===== src/hw/rtl/nwbps_pkg.sv =====
// ----------------------------------------------------------------------------
// nwbps_pkg
// Shared types and constants of the nibble wildcard byte pattern search unit.
// ----------------------------------------------------------------------------
`default_nettype none

package nwbps_pkg;

    localparam int DATA_W    = 8;
    localparam int LEN_W     = 5;
    localparam int PAT_W     = 64;
    localparam int CARE_W    = 32;
    localparam int COUNT_W   = 32;
    localparam int CFG_W     = 64;
    localparam int PAT_BYTES = 16;
    localparam int PIDX_W    = 4;

    localparam logic [DATA_W-1:0] NIB_LO = 8'h0F;
    localparam logic [DATA_W-1:0] NIB_HI = 8'hF0;

    typedef enum logic [1:0] {
        CFG_PATTERN_LEN  = 2'd0,
        CFG_PATTERN_LOW  = 2'd1,
        CFG_PATTERN_HIGH = 2'd2,
        CFG_CARE_MASK    = 2'd3
    } t_cfg_index;

    typedef struct packed {
        logic shift;
        logic clear;
    } t_cell_ctrl;

    typedef struct packed {
        logic [DATA_W-1:0] pat;
        logic [DATA_W-1:0] mask;
    } t_pat_ref;

endpackage

`default_nettype wire


===== src/hw/rtl/nwbps_in_if.sv =====
// ----------------------------------------------------------------------------
// nwbps_in_if
// Request channel carrying one buffer byte and its end-of-buffer flag.
// ----------------------------------------------------------------------------
`default_nettype none

interface nwbps_in_if;
    logic       valid;
    logic       ready;
    logic [7:0] data_byte;
    logic       last_byte;

    modport source (output valid, output data_byte, output last_byte, input ready);
    modport sink   (input valid, input data_byte, input last_byte, output ready);
endinterface

`default_nettype wire


===== src/hw/rtl/nwbps_out_if.sv =====
// ----------------------------------------------------------------------------
// nwbps_out_if
// Result channel carrying the search outcome of one buffer.
// ----------------------------------------------------------------------------
`default_nettype none

interface nwbps_out_if;
    logic        valid;
    logic        ready;
    logic        found;
    logic [31:0] match_offset;

    modport source (output valid, output found, output match_offset, input ready);
    modport sink   (input valid, input found, input match_offset, output ready);
endinterface

`default_nettype wire


===== src/hw/rtl/nibble_wildcard_byte_pattern_search_unit.sv =====
// ----------------------------------------------------------------------------
// nibble_wildcard_byte_pattern_search_unit
// Streaming first-match search of a byte pattern with nibble wildcards.
// ----------------------------------------------------------------------------
// The unit takes one byte per clock cycle, back to back, unless its result
// queue is full, and registers one result per buffer for the byte deciding
// it: found set with the start offset at the first match, or found clear on
// the last byte when nothing matched. A chain of MAX_PATTERN cells holds the
// recent bytes, and every cell compares its incoming byte in the same cycle,
// so the alignment ending at each byte is checked in full as it arrives. A
// two-entry result queue lets bytes keep flowing while a result waits to be
// taken. The user writes registers at the plain write port only while idle (not enforced).
`default_nettype none

module nibble_wildcard_byte_pattern_search_unit
    import nwbps_pkg::*;
#(
    parameter int MAX_PATTERN = 16
) (
    input  wire logic              i_clk,
    input  wire logic              i_rst_n,
    input  wire logic              i_cfg_we,
    input  wire logic [1:0]        i_cfg_index,
    input  wire logic [CFG_W-1:0]  i_cfg_data,
    nwbps_in_if.sink               i_req,
    nwbps_out_if.source            o_rsp
);

    logic [LEN_W-1:0]   r_pattern_len;
    logic [PAT_W-1:0]   r_pattern_low;
    logic [PAT_W-1:0]   r_pattern_high;
    logic [CARE_W-1:0]  r_care_mask;

    logic [COUNT_W-1:0] r_count;
    logic [COUNT_W-1:0] n_count;
    logic               r_done;
    logic               n_done;

    logic               r_q_found [2];
    logic [COUNT_W-1:0] r_q_offset [2];
    logic               r_wr_ptr;
    logic               r_rd_ptr;
    logic [1:0]         r_q_count;

    logic [LEN_W-1:0]   len_eff;
    logic [DATA_W-1:0]  pat_bytes [PAT_BYTES];
    logic [DATA_W-1:0]  chain [MAX_PATTERN+1];
    logic [MAX_PATTERN-1:0] hits;
    t_cell_ctrl         ctrl;

    logic               accept;
    logic               active;
    logic               match;
    logic               emit;
    logic               pop;
    logic [COUNT_W-1:0] count_inc;

    always_ff @(posedge i_clk) begin
        if (!i_rst_n) begin
            r_pattern_len  <= LEN_W'(1);
            r_pattern_low  <= '0;
            r_pattern_high <= '0;
            r_care_mask    <= '1;
        end else if (i_cfg_we) begin
            unique case (t_cfg_index'(i_cfg_index))
                CFG_PATTERN_LEN:  r_pattern_len  <= i_cfg_data[LEN_W-1:0];
                CFG_PATTERN_LOW:  r_pattern_low  <= i_cfg_data[PAT_W-1:0];
                CFG_PATTERN_HIGH: r_pattern_high <= i_cfg_data[PAT_W-1:0];
                CFG_CARE_MASK:    r_care_mask    <= i_cfg_data[CARE_W-1:0];
                default: ;
            endcase
        end
    end

    always_comb begin
        len_eff = r_pattern_len;
        if (r_pattern_len == '0) begin
            len_eff = LEN_W'(1);
        end else if (r_pattern_len > LEN_W'(MAX_PATTERN)) begin
            len_eff = LEN_W'(MAX_PATTERN);
        end
    end

    for (genvar b = 0; b < PAT_BYTES; b++) begin : g_pat
        if (b < PAT_BYTES / 2) begin : g_lo
            assign pat_bytes[b] = r_pattern_low[b*DATA_W +: DATA_W];
        end else begin : g_hi
            assign pat_bytes[b] = r_pattern_high[(b - PAT_BYTES/2)*DATA_W +: DATA_W];
        end
    end

    assign accept = i_req.valid && i_req.ready;
    assign active = accept && !r_done;
    assign ctrl.shift = active;
    assign ctrl.clear = accept && i_req.last_byte;
    assign chain[0] = i_req.data_byte;

    for (genvar j = 0; j < MAX_PATTERN; j++) begin : g_cell
        logic [PIDX_W-1:0] idx;
        t_pat_ref          cref;
        logic              cen;

        assign idx  = PIDX_W'(len_eff - LEN_W'(1) - LEN_W'(j));
        assign cen  = LEN_W'(j) < len_eff;
        assign cref.pat  = pat_bytes[idx];
        assign cref.mask = (r_care_mask[{idx, 1'b0}] ? NIB_LO : '0)
                         | (r_care_mask[{idx, 1'b1}] ? NIB_HI : '0);

        nwbps_cell u_cell (
            .i_clk      (i_clk),
            .i_rst_n    (i_rst_n),
            .i_ctrl     (ctrl),
            .i_shift_in (chain[j]),
            .i_ref      (cref),
            .i_en       (cen),
            .o_byte     (chain[j+1]),
            .o_hit      (hits[j])
        );
    end

    assign count_inc = (r_count == '1) ? r_count : r_count + COUNT_W'(1);
    assign match = active && (count_inc >= COUNT_W'(len_eff)) && (&hits);
    assign emit  = match || (active && i_req.last_byte);

    always_comb begin
        n_count = r_count;
        n_done  = r_done;
        if (accept) begin
            if (i_req.last_byte) begin
                n_count = '0;
                n_done  = 1'b0;
            end else if (active) begin
                n_count = count_inc;
                n_done  = match;
            end
        end
    end

    always_ff @(posedge i_clk) begin
        if (!i_rst_n) begin
            r_count <= '0;
            r_done  <= 1'b0;
        end else begin
            r_count <= n_count;
            r_done  <= n_done;
        end
    end

    assign pop = o_rsp.valid && o_rsp.ready;

    always_ff @(posedge i_clk) begin
        if (emit) begin
            r_q_found[r_wr_ptr]  <= match;
            r_q_offset[r_wr_ptr] <= match ? (count_inc - COUNT_W'(len_eff)) : '0;
        end
    end

    always_ff @(posedge i_clk) begin
        if (!i_rst_n) begin
            r_wr_ptr  <= 1'b0;
            r_rd_ptr  <= 1'b0;
            r_q_count <= '0;
        end else begin
            if (emit) begin
                r_wr_ptr <= !r_wr_ptr;
            end
            if (pop) begin
                r_rd_ptr <= !r_rd_ptr;
            end
            r_q_count <= r_q_count + 2'(emit) - 2'(pop);
        end
    end

    assign i_req.ready        = (r_q_count != 2'd2);
    assign o_rsp.valid        = (r_q_count != '0);
    assign o_rsp.found        = r_q_found[r_rd_ptr];
    assign o_rsp.match_offset = r_q_offset[r_rd_ptr];

endmodule

`default_nettype wire


===== src/hw/rtl/nwbps_cell.sv =====
// ----------------------------------------------------------------------------
// nwbps_cell
// One window cell: holds a byte, passes it on, and compares the incoming byte.
// ----------------------------------------------------------------------------
`default_nettype none

module nwbps_cell
    import nwbps_pkg::*;
(
    input  wire logic              i_clk,
    input  wire logic              i_rst_n,
    input  wire t_cell_ctrl        i_ctrl,
    input  wire logic [DATA_W-1:0] i_shift_in,
    input  wire t_pat_ref          i_ref,
    input  wire logic              i_en,
    output logic [DATA_W-1:0]      o_byte,
    output logic                   o_hit
);

    logic [DATA_W-1:0] r_byte;
    logic [DATA_W-1:0] n_byte;

    always_comb begin
        n_byte = r_byte;
        if (i_ctrl.clear) begin
            n_byte = '0;
        end else if (i_ctrl.shift) begin
            n_byte = i_shift_in;
        end
    end

    always_ff @(posedge i_clk) begin
        if (!i_rst_n) begin
            r_byte <= '0;
        end else begin
            r_byte <= n_byte;
        end
    end

    assign o_byte = r_byte;
    assign o_hit  = !i_en || (((i_shift_in ^ i_ref.pat) & i_ref.mask) == '0);

endmodule

`default_nettype wire

===== src/flat_wrapper.sv =====
// flat-port wrapper written by rule: the top's interface ports become plain ports
module nibble_wildcard_byte_pattern_search_unit_flat import nwbps_pkg::*;
#(
    parameter int MAX_PATTERN = 16
)
  (i_clk, i_rst_n, i_cfg_we, i_cfg_index, i_cfg_data, i_req_valid, i_req_data_byte, i_req_last_byte, i_req_ready, o_rsp_valid, o_rsp_found, o_rsp_match_offset, o_rsp_ready);
  nwbps_in_if i_req_i ();
  nwbps_out_if o_rsp_i ();
  input  wire logic i_clk;
  input  wire logic i_rst_n;
  input  wire logic i_cfg_we;
  input  wire logic [1:0] i_cfg_index;
  input  wire logic [CFG_W-1:0] i_cfg_data;
  input wire logic [$bits(i_req_i.valid)-1:0] i_req_valid;
  input wire logic [$bits(i_req_i.data_byte)-1:0] i_req_data_byte;
  input wire logic [$bits(i_req_i.last_byte)-1:0] i_req_last_byte;
  output wire logic [$bits(i_req_i.ready)-1:0] i_req_ready;
  output wire logic [$bits(o_rsp_i.valid)-1:0] o_rsp_valid;
  output wire logic [$bits(o_rsp_i.found)-1:0] o_rsp_found;
  output wire logic [$bits(o_rsp_i.match_offset)-1:0] o_rsp_match_offset;
  input wire logic [$bits(o_rsp_i.ready)-1:0] o_rsp_ready;
  assign i_req_i.valid = i_req_valid;
  assign i_req_i.data_byte = i_req_data_byte;
  assign i_req_i.last_byte = i_req_last_byte;
  assign i_req_ready = i_req_i.ready;
  assign o_rsp_valid = o_rsp_i.valid;
  assign o_rsp_found = o_rsp_i.found;
  assign o_rsp_match_offset = o_rsp_i.match_offset;
  assign o_rsp_i.ready = o_rsp_ready;
  nibble_wildcard_byte_pattern_search_unit #(.MAX_PATTERN(MAX_PATTERN)) u_core (.i_clk(i_clk), .i_rst_n(i_rst_n), .i_cfg_we(i_cfg_we), .i_cfg_index(i_cfg_index), .i_cfg_data(i_cfg_data), .i_req(i_req_i), .o_rsp(o_rsp_i));
endmodule

===== config.mk =====
export PLATFORM = sky130hd
export DESIGN_NAME = nibble_wildcard_byte_pattern_search_unit_flat
export DESIGN_NICKNAME = d
export VERILOG_FILES = /design/src/hw/rtl/nwbps_pkg.sv /design/src/hw/rtl/nwbps_in_if.sv /design/src/hw/rtl/nwbps_out_if.sv /design/src/hw/rtl/nibble_wildcard_byte_pattern_search_unit.sv /design/src/hw/rtl/nwbps_cell.sv /design/src/flat_wrapper.sv
export SDC_FILE = /design/constraint.sdc
export NUM_CORES = 1
export LEC_CHECK = 0
export ABC_CLOCK_PERIOD_IN_PS = 8400
export BUFFER_PORTS_ARGS = -buffer_cell sky130_fd_sc_hd__clkbuf_2
export CORE_MARGIN = 10
export CORE_UTILIZATION = 50
export CTS_BUF_LIST = sky130_fd_sc_hd__clkbuf_2 sky130_fd_sc_hd__clkbuf_4 sky130_fd_sc_hd__clkbuf_8
export CTS_CLUSTER_SIZE = 12
export DETAILED_ROUTE_END_ITERATION = 10
export HOLD_SLACK_MARGIN = 0.02
export PLACE_DENSITY_LB_ADDON = 0.05
export SYNTH_ARGS = -nofsm -noshare
export SYNTH_HDL_FRONTEND = slang
export SYNTH_SLANG_ARGS = --single-unit

===== constraint.sdc =====
create_clock -name i_clk -period 8.4 [get_ports i_clk]
set_input_delay 2.52 -clock i_clk [delete_from_list [all_inputs] [get_ports i_clk]]
set_output_delay 2.52 -clock i_clk [all_outputs]
set_load 0.02 [all_outputs]

==> summary by stage, run 1 <==
Placement
After detailed placement, the design holds a cell count of around 3700. Timing analysis after detailed placement gives a worst setup slack of around 1400 ps. Detailed placement ended at an HPWL of 76800 µm. The count of buffers added on input and output ports is between 100 and 150. The placed instances occupy a cell area of ~27000 µm². The placer's final routability congestion estimate is around 1.0.

Worst setup path
The logic depth of the worst register-to-register path is 20. The most critical setup path has its startpoint at u_core.r_pattern_len[4]. STA classifies the critical path endpoint as a register.

The data arrival time of the critical path is about 7200 ps. The worst setup path is launched from a register. The worst reg2reg path startpoint is u_core.r_pattern_len[4]. STA puts the critical path data required time at 8660 ps. In this run the worst path has a maximum fanout of between 40 and 50. The critical path is of the register to register type.

Logic synthesis
For this run, asynchronously set or reset flops after synthesis account for 0%. The cell area that synthesis handed to floorplanning was between 20000 and 30000 µm². Yosys printed 0 warnings.

The top flip-flop cell by instance count after synthesis is sky130_fd_sc_hd__dfxtp_1. The share of synthesized area occupied by flip-flops and latches is between 30% and 40%. Synthesis produced approximately 3000 cells. After synthesis, the netlist uses 79 different library cells.

The number of synthesized flops with an enable pin is 66. The total nets after synthesis is between 3000 and 4000. The post-synthesis average cell area is approximately 8.4 µm². The synthesized design contains between 300 and 400 register bits.

Timing
For the pin with the worst max-slew slack, the measured transition is 1490 ps. The total setup violations reported at the end of the flow is 0. Across all setup checks in the final design, the least slack found is 1410 ps. The aggregate negative setup slack is 0 ps. The final-report hold violation count came to 0. The shortest clock period the worst path allows after layout is 6990 ps. The max-slew violation total from the final report was 0. The share of the clock period used by the worst path is ~83%. The highest clock frequency the design can meet is between 0.1 and 0.15 GHz. In this run the tightest slew margin relative to its limit is less than 1%. The final-layout worst hold slack is roughly 480 ps.

Setup repair after global routing left no endpoint under its margin. The maximum clock skew at final layout is approximately 28 ps.

Power
Net switching is roughly a third of the power. The peak supply drop is 118 µV. The power per cell area is approximately 180 nW/µm². The static leakage power is ~0.010 µW. The part of the total power dissipated in combinational logic is about a quarter.

The internal portion of the total power is 3490 µW. The sequential cell fraction of total power is around two fifths. The reported net switching power is ~1700 µW.

The portion of total power attributed to the clock network is between 30 and 40%.

Routing
After the first detailed-routing iteration, the DRC count stood at 3212. The wire length reported by the detailed router is roughly 100000 µm. The post-detailed-route wirelength per cell is approximately 26 µm. The count of TritonRoute iterations in the first routing pass is 8. The detail route stage leaves a number of antenna-violating nets equal to 0. For this block, the via count after detailed routing is approximately 25000. The per-cell via count in the routed design is roughly 6.4. In the routed design, unresolved DRC markers number 0.

Clock tree
The clock reaches the later pin of the worst-skew pair after around 670 ps. No sink is reached through more buffers than the 3 on the longest clock path. In this run the post-CTS setup repair buffer count came out at 0. The number of gates resized after CTS was 0. The clock slew at the register clock pins of the worst setup and hold paths is 70 ps. TritonCTS built the clock tree. The number of sinks driven by the clock tree is 389. In this run the number of H-tree levels came out at 3. TritonCTS created between 60 and 70 clock buffers. The root cell of the clock tree is sky130_fd_sc_hd__clkbuf_8. After clock tree synthesis, the flow added hold-fix buffers numbering 0.

Die
In this run the horizontal extent of the chip is roughly 250 µm. The number of rows in the core area is between 80 and 90. The area of the die is around 60000 µm².

The number of ports placed on the die boundary is between 100 and 150. The core box area is ~50000 µm². Measured along the y axis, the die boundary spans 248 µm. For this configuration, the core starts out at a cell density of ~51%.

Global route
The maximum number of pins on one net before global-route repair is between 100 and 150. The number of global-route vias before repair is approximately 22000. Global routing consumed, on the met2 layer, between 40% and 50% of the routing resources.

The first global-routing pass estimated between 100000 and 150000 µm of wire. The total congestion overflow after global routing is 0. The initial antenna violation count is 2. In the global route stage, met1 resource usage came out at a little under half. Global routing used 32.1% of the available tracks across all layers. The global-route layer with the greatest usage is met1. In the global route stage, met3 resource usage came out at ~7.5%.

Layout
The library cell used most frequently in the layout, excluding fill and tap cells, is sky130_fd_sc_hd__nand2_1. The post-layout instance area is between 20000 and 30000 µm². The final-stage net count is 3192. Leaving out filler cells and counting taps, the final layout contains around 3800. Relative to the synthesized area, the layout overhead comes to 9.59%.

Leaving out fill and tap cells, the most frequent cells in the layout are sky130_fd_sc_hd__nand2_1 (671), sky130_fd_sc_hd__dfxtp_1 (322), sky130_fd_sc_hd__a21oi_1 (302), sky130_fd_sc_hd__nor2_1 (190), sky130_fd_sc_hd__mux2i_1 (185). The layout cell share with drive strength beyond 1 is around 16%.

Flow run
Across the run, the number of max-cap violations was 0.

Outcome
The run finished with clean final reports.

Worst hold path
The path class of the lowest-slack min-delay path is register to register. The hold path depth is 2. The worst min-delay path startpoint is u_core.g_cell[3].u_cell.o_byte[1].
[worst max-delay path, stage by stage (launching register included)]
cell                        delay [ps]
sky130_fd_sc_hd__dfxtp_1           420
sky130_fd_sc_hd__nor2b_1           130
sky130_fd_sc_hd__or2_1             270
sky130_fd_sc_hd__inv_4             240
sky130_fd_sc_hd__ha_2              330
sky130_fd_sc_hd__buf_4             330
sky130_fd_sc_hd__ha_1              340
sky130_fd_sc_hd__a21oi_1           150
sky130_fd_sc_hd__o21ai_0            90
sky130_fd_sc_hd__a221oi_1          360
sky130_fd_sc_hd__buf_4             220
sky130_fd_sc_hd__xnor2_4           150
sky130_fd_sc_hd__buf_4             480
sky130_fd_sc_hd__mux4_2            570
sky130_fd_sc_hd__xnor2_1           140
sky130_fd_sc_hd__o41ai_1           460
sky130_fd_sc_hd__o2111ai_1         270
sky130_fd_sc_hd__nor3_2            260
sky130_fd_sc_hd__nand4_4           110
sky130_fd_sc_hd__buf_4             280
sky130_fd_sc_hd__a21boi_4          910
[registers in the layout (all words and copies together) (netlist names), named ones only]
signal,count
u_core.g_cell.u_cell.o_byte,120
u_core.r_pattern_high,64
u_core.r_pattern_low,64
u_core.r_q_offset,64
u_core.r_care_mask,32
u_core.r_count,32
u_core.r_pattern_len,5
u_core.r_q_count,2
u_core.r_q_found,2
u_core.r_done,1
u_core.r_rd_ptr,1
u_core.r_wr_ptr,1
[logic make-up (layout without fill, tap and decap cells)]
kind of cell / Yosys count / in the layout / share of synthesized area (%)
XOR/XNOR: 178 / 178 / 6.07
adder cells (fa/ha/maj): 19 / 19 / 0.946
flip-flops: 389 / 389 / 32.6
other: 0 / 1 / 0
multiplexers: 363 / 363 / 20.4
AND/OR/NAND/NOR: 1123 / 1123 / 18.5
buffers and inverters: 348 / 407 / 5.44
AO/OA/AOI/OAI: 665 / 665 / 16.0
[final cells by class]
cell class,instances,area [µm²]
fillers,4782,22900
inverters,113,429
multi-input cells,2348,16200
clock inverters,21,249
repair buffers,172,1010
clock buffers,101,1230
flip-flops and latches,389,8450
diodes,1,2.50
well taps,680,851
[path summary, 6_finish.rpt]
path	endpoint	slack, ps
max reg2reg	u_core.r_q_offset[1][24]	1410
min	u_core.g_cell[4].u_cell.o_byte[1]	480
max	u_core.r_q_offset[1][24]	1410
min reg2reg	u_core.g_cell[4].u_cell.o_byte[1]	480
[cell usage after synthesis (all sizes together), types with 65 or more instances]
cell	instances	share of area, %
xnor2	106	3.6
nand2	671	9.7
mux2i	185	7.1
mux4	126	11
inv	110	1.6
dfxtp	323	25
a21oi	305	5.9
o22ai	68	1.6
xor2	72	2.4
clkbuf	184	2.7
nand3	65	1.3
nor2	193	2.8
edfxtp	66	7.6
[layer usage]
metal,wire (µm),vias to the layer above
met4,3830,0
met2,42500,1310
met1,43800,12108
li1,-,11074
met3,10900,150
met5,0,-
[metrics by stage]
stage	util, %	power, µW
6_report	55.4	5220
5_1_grt	55.4	5420
4_1_cts	55.4	5220
3_5_place_dp	52.5	3320
3_3_place_gp	52.5	3300
2_1_floorplan	-	2910
[power groups by stage]
stage                     Combinational (µW)  Clock [µW]  Sequential, µW
final                                   1270        1920            2030
after global routing                    1340        2040            2040
after CTS                               1250        1940            2030
after detailed placement                1250           0            2070
after floorplan                          870           0            2040
after global placement                  1240           0            2060
Note: power is estimated with default switching activity, not from simulation.
==> run 2, diff against run 1 <==
Settings changed: ABC_AREA set to 1, ABC_CLOCK_PERIOD_IN_PS 8400 to 6200.
Clock period 8.4 ns to 6.2 ns, I/O delays scaled along.
==> summary by stage, run 2 <==
Layout
The filler cell count in the final layout is 5434 (was 4782). The post-layout instance area came to 29500 µm² (was 28400 µm²). The final non-filler cell total was 5150 (was 3825).

The layout cell share with drive strength beyond 1 is 8.70% (was 16.3%). The number of flip-flops under the largest register name came to 120 (unchanged). The area of the multi-input gates is 16000 µm² (was 16200 µm²).

The most common cell after layout, fill and taps aside is sky130_fd_sc_hd__nand2_1 (unchanged). The layout overhead on the synthesized area is 9.91% (was 9.59%). The register area was 8450 µm² (about the same). The final-stage net count was 4498 (was 3192). Commonest cells after routing, fill and taps aside: sky130_fd_sc_hd__nand2_1 (1445), sky130_fd_sc_hd__nand3_1 (988), sky130_fd_sc_hd__inv_1 (341), sky130_fd_sc_hd__dfxtp_1 (323), sky130_fd_sc_hd__nor2_1 (290) (was sky130_fd_sc_hd__nand2_1 (671), sky130_fd_sc_hd__dfxtp_1 (322), sky130_fd_sc_hd__a21oi_1 (302), sky130_fd_sc_hd__nor2_1 (190), sky130_fd_sc_hd__mux2i_1 (185)).

Worst hold path
The terminating pin of the worst hold path is u_core.r_rd_ptr (was u_core.g_cell[4].u_cell.o_byte[1]). The path class of the lowest-slack min-delay path is register to register (unchanged). The worst min-delay path startpoint is u_core.r_rd_ptr (was u_core.g_cell[3].u_cell.o_byte[1]). The hold path depth is 1 (was 2).

Power
The static leakage power is 0.0140 µW (was 0.0103 µW). The power per cell area is 345 nW/µm² (was 184 nW/µm²). The peak supply drop is 211 µV (was 118 µV).

Global route
The wire length of the first global-routing pass is 178000 µm (was 147000 µm). The number of global-route vias before repair is 27894 (was 22188). The initial antenna violation count is 1 (was 2). The total track usage is 37.1% (was 32.1%). The maximum number of pins on one net before global-route repair is 241 (was 114). The total congestion overflow after global routing is 0 (unchanged).

Timing
The aggregate negative setup slack came to 0 ps (unchanged). The final-layout worst hold slack was 458 ps (was 479 ps). The final setup slack of the worst path is 679 ps (was 1410 ps). The shortest clock period the worst path allows after layout came to 5520 ps (was 6990 ps). The maximum clock skew at final layout is 28.6 ps (was 27.8 ps).

RSZ-0062 raised after global routing: no (unchanged). The transition time of the tightest slew-check pin is 1110 ps (was 1490 ps). The headroom to the max-slew limit is 26.2% (was 0.725%). The max-slew violation total from the final report is 0 (unchanged). The final-report hold violation count came to 0 (unchanged).

The share of the clock period used by the worst path is 89.0% (was 83.2%). The highest clock frequency the design can meet is 0.181 GHz (was 0.143 GHz). The total setup violations reported at the end of the flow is 0 (unchanged).

Worst setup path
The logic depth of the worst register-to-register path was 26 (was 20). The endpoint type of the worst setup path was a register (unchanged). The critical path's most frequent cell is sky130_fd_sc_hd__nand2_1 (was sky130_fd_sc_hd__buf_4). The kind of cell adding the most delay to the critical path is simple AND/OR/NAND/NOR gates (was compound AO/OA/AOI/OAI gates). The startpoint-to-endpoint class of the critical path is register to register (unchanged). The endpoint of the most critical register-to-register path is u_core.r_q_found[1] (was u_core.r_q_offset[1][24]). The setup slack of the most critical reg-to-reg path is 680 ps (was 1410 ps).

The type of origin of the critical path is a register (unchanged). The cell with the biggest individual delay on the critical path is sky130_fd_sc_hd__nand2_2 (was sky130_fd_sc_hd__a21boi_4). The critical path data required time came to 6530 ps (was 8660 ps).

The peak fanout along the critical path is 36 (was 45). The data arrival time of the critical path is 5850 ps (was 7240 ps). The worst reg2reg path startpoint is u_core.r_pattern_len[4] (unchanged). The buffering stage count on the worst path with inverters included is 4 (was 5). The critical path's largest stage delay is 470 ps (was 910 ps).

Logic synthesis
The number of synthesized register bits is 389 (unchanged). The total nets after synthesis is 4511 (was 3184). The count of unique library cells instantiated by Yosys came to 37 (was 79). The synthesized area is 26800 µm² (was 25900 µm²).

The synthesis warning total came to 0 (unchanged). The share of synthesized area occupied by flip-flops and latches is 31.5% (was 32.6%). Synth top cells by count: sky130_fd_sc_hd__nand2_1 (1449), sky130_fd_sc_hd__nand3_1 (990), sky130_fd_sc_hd__inv_1 (342) (was sky130_fd_sc_hd__nand2_1 (671), sky130_fd_sc_hd__dfxtp_1 (323), sky130_fd_sc_hd__a21oi_1 (304)). The number of synthesized flops with an enable pin is 66 (unchanged). The post-synthesis average cell area is 6.08 µm² (was 8.40 µm²). Dominant cells by area after synthesis: sky130_fd_sc_hd__dfxtp_1 (24%), sky130_fd_sc_hd__nand2_1 (20%), sky130_fd_sc_hd__nand3_1 (18%) (was sky130_fd_sc_hd__dfxtp_1 (25%), sky130_fd_sc_hd__mux4_2 (11%), sky130_fd_sc_hd__nand2_1 (9.7%)).

The largest area contributor in the netlist is sky130_fd_sc_hd__dfxtp_1 (unchanged). The top flip-flop cell by instance count after synthesis is sky130_fd_sc_hd__dfxtp_1 (unchanged). The most frequently used cell type in the post-synthesis netlist is sky130_fd_sc_hd__nand2_1 (unchanged). The share of flip-flops with an asynchronous set or reset after synthesis is 0% (unchanged). The gate count of the mapped netlist was 4412 (was 3085). The share of Yosys cell area claimed by the top area cell type is 24.1% (was 25.0%).

Routing
The number of DRC markers in iteration 0 was 3464 (was 3212). The vias after detailed routing is 30626 (was 24642). The wire length reported by the detailed router is 120000 µm (was 101000 µm). The post-detailed-route wirelength per cell was 23.4 µm (was 26.4 µm). The count of TritonRoute iterations in the first routing pass is 9 (was 8). The per-cell via count in the routed design is 5.95 (was 6.44). The total DRC errors in the routed layout is 0 (unchanged). The number of routed nets with antenna violations is 0 (unchanged).

Clock tree
The clock tree from TritonCTS is built (unchanged). The number of buffers between clock root and the deepest sink is 3 (unchanged). The clock slew at the register clock pins of the worst setup and hold paths was 70 ps (about the same). The root cell of the clock tree is sky130_fd_sc_hd__clkbuf_8 (unchanged). The post-CTS resize count came to 0 (unchanged). The number of levels the H-tree was split into was 3 (unchanged). The insertion delay of the later-clocked pin in the worst-skew pair is 700 ps (was 670 ps). The hold-fix buffer count after cts is 0 (unchanged). The number of sinks driven by the clock tree was 389 (unchanged).

The number of buffers added by the clock tree synthesis step was 76 (was 69). The number of buffers inserted by post-CTS setup repair is 0 (unchanged).

Placement
The number of placed instances, taps included came to 5009 (was 3702). The placer's final routability congestion estimate was 1.10 (was 1.04). The number of buffer cells added on primary ports is 114 (unchanged).

The post-placement setup slack is 854 ps (was 1430 ps). The post-detailed-placement half-perimeter wirelength is 91500 µm (was 76800 µm). The area after detailed placement is 27700 µm² (was 26900 µm²).

Die
The area of the die is 63300 µm² (was 61300 µm²). The core box area is 52900 µm² (was 51300 µm²). The floorplan die height is 252 µm (was 248 µm). The number of rows in the core area is 84 (was 83). The number of ports placed on the die boundary is 115 (unchanged).

The floorplan die width was 252 µm (was 248 µm). The starting density of the core came to 50.8% (was 50.5%).

Flow run
The number of max-capacitance violations reported is 0 (unchanged).

Outcome
Status: complete, no violations (unchanged).
[run 2: changes by cell type after synthesis, sizes merged, moves of 56 or more]
cell	previous run	this run
buf	51	126
o21ai	55	187
nand2	671	1458
inv	110	351
nor2	193	295
mux2i	185	0
mux4	126	0
nand3	65	994
xnor2	106	13
o22ai	68	0
a21oi	305	174
a22oi	56	0
a211oi	9	121
[run 2: how the worst max path moves through the flow]
stage / from / end / slack [ps] / cells after the start
2_1_floorplan: u_core.r_pattern_len[4] / u_core.r_q_found[0] / 830 / 32
3_3_place_gp: u_core.r_pattern_len[4] / u_core.r_q_offset[1][26] / 870 / 26
3_5_place_dp: u_core.r_pattern_len[4] / u_core.r_q_offset[1][19] / 850 / 26
4_1_cts: u_core.r_pattern_len[4] / u_core.r_q_offset[1][23] / 840 / 26
5_1_grt: u_core.r_pattern_len[4] / u_core.r_q_offset[1][28] / 310 / 26
6_report: u_core.r_pattern_len[4] / u_core.r_q_found[1] / 680 / 26
[run 2: layout make-up]
type                       instances  share of cell area [%]
multi-input combinational       3411                    54.4
sequential                       389                    28.6
clock buffer                     108                    4.70
inverter                         354                    4.50
timing repair buffer             167                    3.46
tap                              688                    2.92
clock inverter                    31                    1.38
antenna                            2                  0.0170
[run 2: per-layer routing]
layer	global-route usage [%]	wire length (µm)	up-vias
met5	0	0	-
met4	26.5	10100	0
met3	7.84	11900	378
met2	56.9	51300	1624
met1	45.8	46900	14060
li1	-	-	14564
[run 2: power by group]
group          switching (µW)  leakage [µW]  internal (µW)
clock                    1270      0.000940           1800
sequential                217       0.00323           2830
combinational            2930       0.00983           1130
total                    4420        0.0140           5760
[run 2: through the flow]
step / utilization, % / power [µW]
after CTS: 55.8 / 10100
after floorplan: - / 5670
final: 55.8 / 10200
after detailed placement: 52.4 / 7000
after global routing: 55.8 / 10700
after global placement: 52.4 / 7000
[run 2: logic make-up (layout without fill, tap and decap cells)]
kind of cell               after synthesis  after routing  share of synthesized area (%)
AOI/OAI and AO/OA                      502            502                           10.7
and+or+nand+nor                       2801           2801                           44.5
buffers and inverters                  612            660                           9.13
muxes                                   33             33                           1.38
xor gates and xnor gates                56             56                           1.83
other                                    0              2                              0
DFF                                    389            389                           31.5
adders and majority gates               19             19                          0.914
